### src/rtl/ordered_list_delete_engine_defines.svh
// assertion macros for the ordered list delete engine
`ifndef ORDERED_LIST_DELETE_ENGINE_DEFINES_SVH
`define ORDERED_LIST_DELETE_ENGINE_DEFINES_SVH

`ifndef ASSERT_OFF
// antecedent implies consequent in the same cycle
`define OLDE_ASSERT_IMP(label, ante, cons, msg) \
    label: assert property (@(posedge aclk) disable iff (!aresetn) (ante) |-> (cons)) \
        else $error(msg);
// antecedent implies consequent in the next cycle
`define OLDE_ASSERT_NEXT(label, ante, cons, msg) \
    label: assert property (@(posedge aclk) disable iff (!aresetn) (ante) |=> (cons)) \
        else $error(msg);
`else
`define OLDE_ASSERT_IMP(label, ante, cons, msg)
`define OLDE_ASSERT_NEXT(label, ante, cons, msg)
`endif

`endif

### src/rtl/olde_pkg.sv
// shared types, codes and constants of the ordered list delete engine
package olde_pkg;

    // word field widths
    localparam int CMD_W    = 3;
    localparam int DATA_W   = 32;
    localparam int POS_W    = 6;
    localparam int STATUS_W = 2;
    localparam int ENTRY_W  = 7;

    // positions are 6 bits, so the list never holds more than this
    localparam int MAX_CAPACITY       = 64;
    localparam int LIST_DEPTH_DEFAULT = 64;

    // command codes
    typedef enum logic [CMD_W-1:0] {
        CMD_APPEND     = 3'd0,
        CMD_DEL_VALUE  = 3'd1,
        CMD_DEL_POS    = 3'd2,
        CMD_READ_POS   = 3'd3,
        CMD_CLEAR      = 3'd4
    } cmd_t;

    // status codes
    typedef enum logic [STATUS_W-1:0] {
        ST_DONE = 2'd0,
        ST_MISS = 2'd1,
        ST_FULL = 2'd2
    } status_t;

    // controller states
    typedef enum logic [2:0] {
        S_IDLE  = 3'b001,
        S_SCAN  = 3'b010,
        S_APPLY = 3'b100
    } state_t;

    // broadcast control from the controller to every cell
    typedef struct packed {
        logic by_value;   // compare against the key rather than the position
        logic scan;       // capture the match flag
        logic delete_en;  // cells in the shift mask take their neighbour's word
        logic append_en;  // the cell at the tail takes the key
    } cell_ctrl_t;

endpackage

### src/rtl/olde_cell.sv
// one list cell: holds an entry, compares it and shifts it down on delete
module olde_cell #(
    parameter int CELL_INDEX = 0,
    parameter int COUNT_W    = 7
) (
    input  logic                        aclk,
    input  olde_pkg::cell_ctrl_t        ctrl,
    input  logic [COUNT_W-1:0]          count,
    input  logic [olde_pkg::DATA_W-1:0] key,
    input  logic [olde_pkg::POS_W-1:0]  pos,
    input  logic                        shift_en,
    input  logic [olde_pkg::DATA_W-1:0] upper_value,
    output logic [olde_pkg::DATA_W-1:0] value,
    output logic                        match
);

    logic [olde_pkg::DATA_W-1:0] value_reg;
    logic                        match_reg;
    logic                        in_list;
    logic                        at_tail;
    logic                        match_next;

    // occupancy of this slot
    assign in_list = COUNT_W'(CELL_INDEX) < count;
    assign at_tail = COUNT_W'(CELL_INDEX) == count;

    // local compare by value or by position
    always_comb begin
        if (ctrl.by_value) begin
            match_next = in_list && (value_reg == key);
        end else begin
            match_next = in_list && (pos == olde_pkg::POS_W'(CELL_INDEX));
        end
    end

    // entry storage, fed from the upper neighbour on delete
    always_ff @(posedge aclk) begin
        if (ctrl.delete_en && shift_en) begin
            value_reg <= upper_value;
        end else if (ctrl.append_en && at_tail) begin
            value_reg <= key;
        end
    end

    // match flag held for the apply step
    always_ff @(posedge aclk) begin
        if (ctrl.scan) begin
            match_reg <= match_next;
        end
    end

    assign value = value_reg;
    assign match = match_reg;

endmodule

### config.mk
export PLATFORM = sky130hd
export DESIGN_NAME = olde_cell
export DESIGN_NICKNAME = d
export VERILOG_FILES = /design/src/rtl/ordered_list_delete_engine_defines.svh /design/src/rtl/olde_pkg.sv /design/src/rtl/olde_cell.sv
export SDC_FILE = /design/constraint.sdc
export NUM_CORES = 1
export LEC_CHECK = 0
export BUFFER_PORTS_ARGS = -buffer_cell sky130_fd_sc_hd__buf_2
export CAP_MARGIN = 15
export CORE_MARGIN = 1
export CORE_UTILIZATION = 30
export CTS_BUF_LIST = sky130_fd_sc_hd__clkbuf_2
export DETAILED_ROUTE_END_ITERATION = 7
export PLACE_DENSITY = 0.63
export SLEW_MARGIN = 20
export SYNTH_ARGS = -nofsm -noshare
export SYNTH_HDL_FRONTEND = slang
export SYNTH_SLANG_ARGS = --single-unit
### constraint.sdc
create_clock -name aclk -period 7.6 [get_ports aclk]
set_input_delay 2.28 -clock aclk [delete_from_list [all_inputs] [get_ports aclk]]
set_output_delay 2.28 -clock aclk [all_outputs]
set_load 0.01 [all_outputs]
==> results of run 1 <==
power breakdown:
part / switching [mW] / total, mW / internal (mW) / leakage [nW]
registers: 0.00851 / 0.226 / 0.218 / 0.310
logic: 0.0380 / 0.0878 / 0.0498 / 0.684
clock network: 0.0575 / 0.0807 / 0.0232 / 0.0327
per-layer routing:
metal  vias up  routed length [µm]  track usage  share of wire
li1        696                   -            -              -
met1       615                1640        0.136           0.42
met2        72                1830        0.207           0.47
met3         7                 329       0.0345          0.085
met4         0                  65       0.0600          0.017
met5         -                   0            0              0
area by class of cell:
cell class                 instances  share of cell area
timing repair buffer             117               0.237
tap                               72              0.0362
multi-input combinational         84               0.313
clock inverter                     2             0.00402
clock buffer                       6              0.0121
sequential                        33               0.398
kinds of logic after synthesis:
kind of cell / after synthesis / share of synthesized area
compound gates: 2 / 0.00981
xor+xnor: 32 / 0.157
buf+inv: 3 / 0.00841
flops: 33 / 0.555
mux: 32 / 0.202
simple gates: 18 / 0.0673
final timing paths:
path / startpoint / to / slack [ns]
worst max-delay path: count[4] / value[1] / 3.98
worst max register to register: value[31] / match / 5.95
worst min register to register: value[14] / match / 0.88
worst min-delay path: value[14] / match / 0.88
worst max-delay path, stage by stage:
cell	delay (ns)
buf_2	0.10
or4_4	0.53
nor4_4	0.19
nand2_1	0.10
nand2_1	0.07
buf_4	0.37
stage by stage:
| stage | worst slack (ns) | area, µm² | power [mW] |
|---|---|---|---|
| floorplan | 3.45 | 1780 | 0.275 |
| global placement | 3.62 | 2450 | 0.319 |
| detailed placement | 3.59 | 2450 | 0.320 |
| CTS | 4.00 | 2490 | 0.400 |
| global route | 3.92 | 2490 | 0.415 |
| finish | 3.98 | 2490 | 0.394 |
synthesized netlist by cell type:
library cell   n
nand4_1        8
xnor2_1       32
mux2_2        25
nor4_1         3
nor4_4         1
buf_2          3
edfxtp_1      33
mux2_1         7
nor2_1         1
a21oi_1        1
nand2_1        4
or4_4          1
a211oi_2       1
==> impl_metrics.py, run 1 <==
metrics = {
    "global_routing": {
        "antenna_found_initial": 0,
        "grt_pass1_vias": 1322,
        "grt-ovfl-total": 0,
        "grt_max_degree": 34,
        "grt_usage": 0.121,
        "grt_pass1_wl_mm": 5.63,
    },
    "min_path": {
        "hold_path_class": "register to register",
        "min_path_cells": 5,
    },
    "run": {
        "maxCapViolations": 0,
    },
    "clock_tree": {
        "cts_inserted_buffers": 5,
        "cts.clk_slew.worst_paths_ns": 0.16,
        "cts_setup_buffers": 0,
        "cts_root_buf": "clkbuf_2",
        "cts-htree-levels": 2,
        "clk_path_buf_depth": 2,
        "cts_tree": "yes",
        "ctsResizeCount": 0,
        "cts_hold_buf": 0,
        "clkLatencyLatePin_ns": 0.36,
        "cts.sinks": 33,
    },
    "yosys": {
        "yosys-top-cells-area": "edfxtp_1 (56%), mux2_2 (16%), xnor2_1 (16%), mux2_1 (4.4%), nand4_1 (2.8%)",
        "post_synth_num_cell_types": 13,
        "syn-cell-area_um2": 1780,
        "ys_ff_latch": 33,
        "synth_top_area_cell": "edfxtp_1",
        "yosys_warnings": 0,
        "postSynthAreaPerCell_um2": 14.9,
        "ys_seq_area_frac": 0.555,
        "synthCells": 120,
        "syn-num-nets": 203,
        "synth_top_area_share": 0.555,
    },
    "layout": {
        "seqCellArea_um2": 991,
        "layout_commonest_cell": "buf_2",
        "antenna_cells": 0,
        "fin_cells": 314,
        "multiInputGateArea_um2": 778,
        "fillers": 555,
        "area_growth_pct": 39.6,
        "nets": 324,
        "largest_reg_flops": 32,
        "layout-drive-gt1-share": 0.632,
        "utilization": 0.444,
        "final_cell_mix": "buf_2 (115), edfxtp_1 (33), xnor2_1 (32)",
    },
    "floorplan": {
        "dieArea_um2": 6260,
        "core-area_um2": 5610,
        "die_h_um": 79.1,
        "die_w_um": 79.1,
        "rows": 27,
        "initial_core_util": 0.318,
        "io_pins": 116,
    },
    "power_and_ir_drop": {
        "power_density_nw_per_um2": 158,
        "peakVddDrop_mv": 0.0894,
        "power.leakage_nw": 1.03,
    },
    "sta": {
        "rsz0062_at_grt": "false",
        "fin_crit_ns": 3.62,
        "hold_ws_ns": 0.882,
        "skew_ns": 0.0248,
        "worstMarginPinSlew_ns": 0.423,
        "final.setup.tns_ns": 0,
        "max_freq_mhz": 276,
        "hold_viol": 0,
        "max-slew-margin-rel": 0.718,
        "slew_viol_final": 0,
        "setup_viol": 0,
        "fin_crit_sh": 0.477,
    },
    "detailed_routing": {
        "first_pass_iters": 4,
        "ant_nets": 0,
        "wl_per_cell_um": 12.3,
        "vias": 1390,
        "drc": 0,
        "drt-total-wl_mm": 3.86,
        "drt_iter0_markers": 40,
        "drt-vias-per-instance": 4.43,
    },
    "worst_setup_path": {
        "arrival_ns": 3.65,
        "cp.required_ns": 7.62,
        "reg2reg_depth": 5,
        "critPathLaunchType": "input port",
        "end_kind": "register",
        "criticalPathCategory": "input port to register",
        "path_max_fanout": 32,
    },
    "placement": {
        "gp_congestion": 0.720,
        "portBuffers": 115,
        "placedCellCount": 306,
    },
    "status": {
        "status": "completed",
    },
}
Power figures use the tool's default switching activity.
==> run 2, diff against run 1 <==
PLACE_DENSITY = 0.66   (was 0.63)
clock period = 3 ns   (was 7.6 ns; I/O delays follow)
==> run 2 against run 1 <==
  * Critical endpoint unchanged
  * Utilization up 0.18 points
  * Routed wire length grew 7.1%
  * Die area is the same
  * Total power grew to 2.5 times the previous value
  * Register-to-register slack worse by 4.7 ns
  * Final cell count is the same
  * Critical path type unchanged
  * Sequential cell count is the same
  * First-iteration DRC count grew 65%
  * Non-clock buffer count unchanged
  * Setup slack got worse by 3.1 ns
==> impl_metrics.py, run 2 (synthesis gave the netlist of run 1 again) <==
metrics = {
    "global_routing": {
        "met3_usage": 0.0448,
        "met2_usage": 0.240,
        "grt-ovfl-total": 0,
        "grt_pass1_wl_mm": 6.49,
        "grt_use_met1": 0.160,
        "grt_pass1_vias": 1425,
        "grt_usage": 0.140,
        "busiest_layer": "met2",
        "antenna_found_initial": 0,
        "grt_max_degree": 34,
    },
    "worst_setup_path": {
        "criticalPathCategory": "input port to register",
        "arrival_ns": 2.14,
        "path_max_fanout": 32,
        "path_depth": 6,
        "critical_path.max_stage_delay_ns": 0.54,
        "crit_slowest_cell": "or4_4",
        "critPathLaunchType": "input port",
        "crit_top_cell": "nand2_1",
        "reg2reg_depth": 5,
        "crit_buf_inv": 2,
        "cp.required_ns": 3.06,
        "crit_family": "simple AND/OR/NAND/NOR gates",
        "end_kind": "register",
        "crit_chain": "buf_2 -> or4_4 -> nor4_4 -> nand2_1 -> nand2_1 -> buf_12",
    },
    "sta": {
        "slew_viol_final": 0,
        "max_freq_mhz": 482,
        "max-slew-margin-rel": 0.716,
        "setup_viol": 0,
        "hold_viol": 0,
        "fin_crit_sh": 0.692,
        "fin_crit_ns": 2.08,
        "rsz0062_at_grt": "false",
        "skew_ns": 0.00664,
        "final.setup.tns_ns": 0,
        "worstMarginPinSlew_ns": 0.422,
    },
    "clock_tree": {
        "cts.sinks": 33,
        "ctsResizeCount": 0,
        "clk_path_buf_depth": 2,
        "cts-htree-levels": 2,
        "cts_root_buf": "clkbuf_2",
        "cts_hold_buf": 0,
        "cts_tree": "yes",
        "cts.clk_slew.worst_paths_ns": 0.16,
        "cts_inserted_buffers": 5,
        "clkLatencyLatePin_ns": 0.35,
        "cts_setup_buffers": 0,
    },
    "floorplan": {
        "core-area_um2": 5610,
        "rows": 27,
        "io_pins": 116,
        "die_h_um": 79.1,
        "die_w_um": 79.1,
        "initial_core_util": 0.318,
        "dieArea_um2": 6260,
    },
    "layout": {
        "antenna_cells": 0,
        "layout_commonest_cell": "buf_2",
        "nets": 324,
        "layout-drive-gt1-share": 0.624,
        "final_area_um2": 2500,
        "final_cell_mix": "buf_2 (115), edfxtp_1 (33), xnor2_1 (32)",
        "area_growth_pct": 40.1,
        "fillers": 538,
        "seqCellArea_um2": 991,
        "multiInputGateArea_um2": 778,
        "largest_reg_flops": 32,
    },
    "min_path": {
        "min_path_cells": 1,
        "hold_path_class": "input port to register",
    },
    "placement": {
        "dpl_cell_area_um2": 2460,
        "dp_hpwl_mm": 3.31,
        "portBuffers": 115,
        "gp_congestion": 0.734,
    },
    "detailed_routing": {
        "first_pass_iters": 2,
        "drc": 0,
        "drt_iter0_markers": 66,
        "wl_per_cell_um": 13.1,
        "drt-total-wl_mm": 4.13,
        "ant_nets": 0,
        "drt-vias-per-instance": 4.45,
        "vias": 1396,
    },
    "power_and_ir_drop": {
        "seqPwrFrac": 0.578,
        "power.leakage_nw": 1.03,
        "clock_power_share": 0.193,
        "comb_power_share": 0.229,
        "internal_power_mw": 0.730,
        "switching_share": 0.263,
        "p_switching_mw": 0.260,
        "peakVddDrop_mv": 0.123,
        "power_density_nw_per_um2": 396,
    },
    "status": {
        "status": "completed",
    },
    "run": {
        "maxCapViolations": 0,
    },
}
run 2: power by group through the flow:
| stage | Sequential, mW | Combinational, mW | Clock (mW) |
|---|---|---|---|
| 4_1_cts | 0.573 | 0.231 | 0.205 |
| 2_1_floorplan | 0.600 | 0.0972 | 0 |
| 6_report | 0.572 | 0.227 | 0.191 |
| 3_5_place_dp | 0.583 | 0.231 | 0 |
| 5_1_grt | 0.578 | 0.250 | 0.225 |
| 3_3_place_gp | 0.583 | 0.227 | 0 |
run 2: cell type report:
class,count,area share
flip-flops and latches,33,0.396
multi-input cells,84,0.311
repair buffers,117,0.241
well taps,72,0.0360
clock buffers,5,0.0100
clock inverters,3,0.00501
run 2: worst paths after layout:
path              startpoint  endpoint  slack [ns]
setup / recovery    count[4]  value[1]        0.92
hold / removal       ctrl[2]     match        0.74
setup reg to reg    value[9]     match        1.27
hold reg to reg    value[22]     match        0.86
run 2: routing by layer:
metal,routed length (µm),part of all wire,up-vias
met5,0,0,-
met4,51,0.012,0
met3,409,0.099,6
met2,2020,0.49,75
met1,1650,0.40,619
li1,-,-,696
run 2: per-stage QoR:
stage / setup WS (ns) / hold WS, ns / total power, mW / cells / utilization
5_1_grt: 0.913 / 0.687 / 1.05 / 314 / 0.446
4_1_cts: 0.952 / 0.710 / 1.01 / 314 / 0.446
2_1_floorplan: 0.231 / 0.845 / 0.697 / 120 / -
3_3_place_gp: 0.553 / 0.825 / 0.811 / 306 / 0.439
3_5_place_dp: 0.531 / 0.851 / 0.814 / 306 / 0.439
6_report: 0.925 / 0.742 / 0.990 / 314 / 0.446
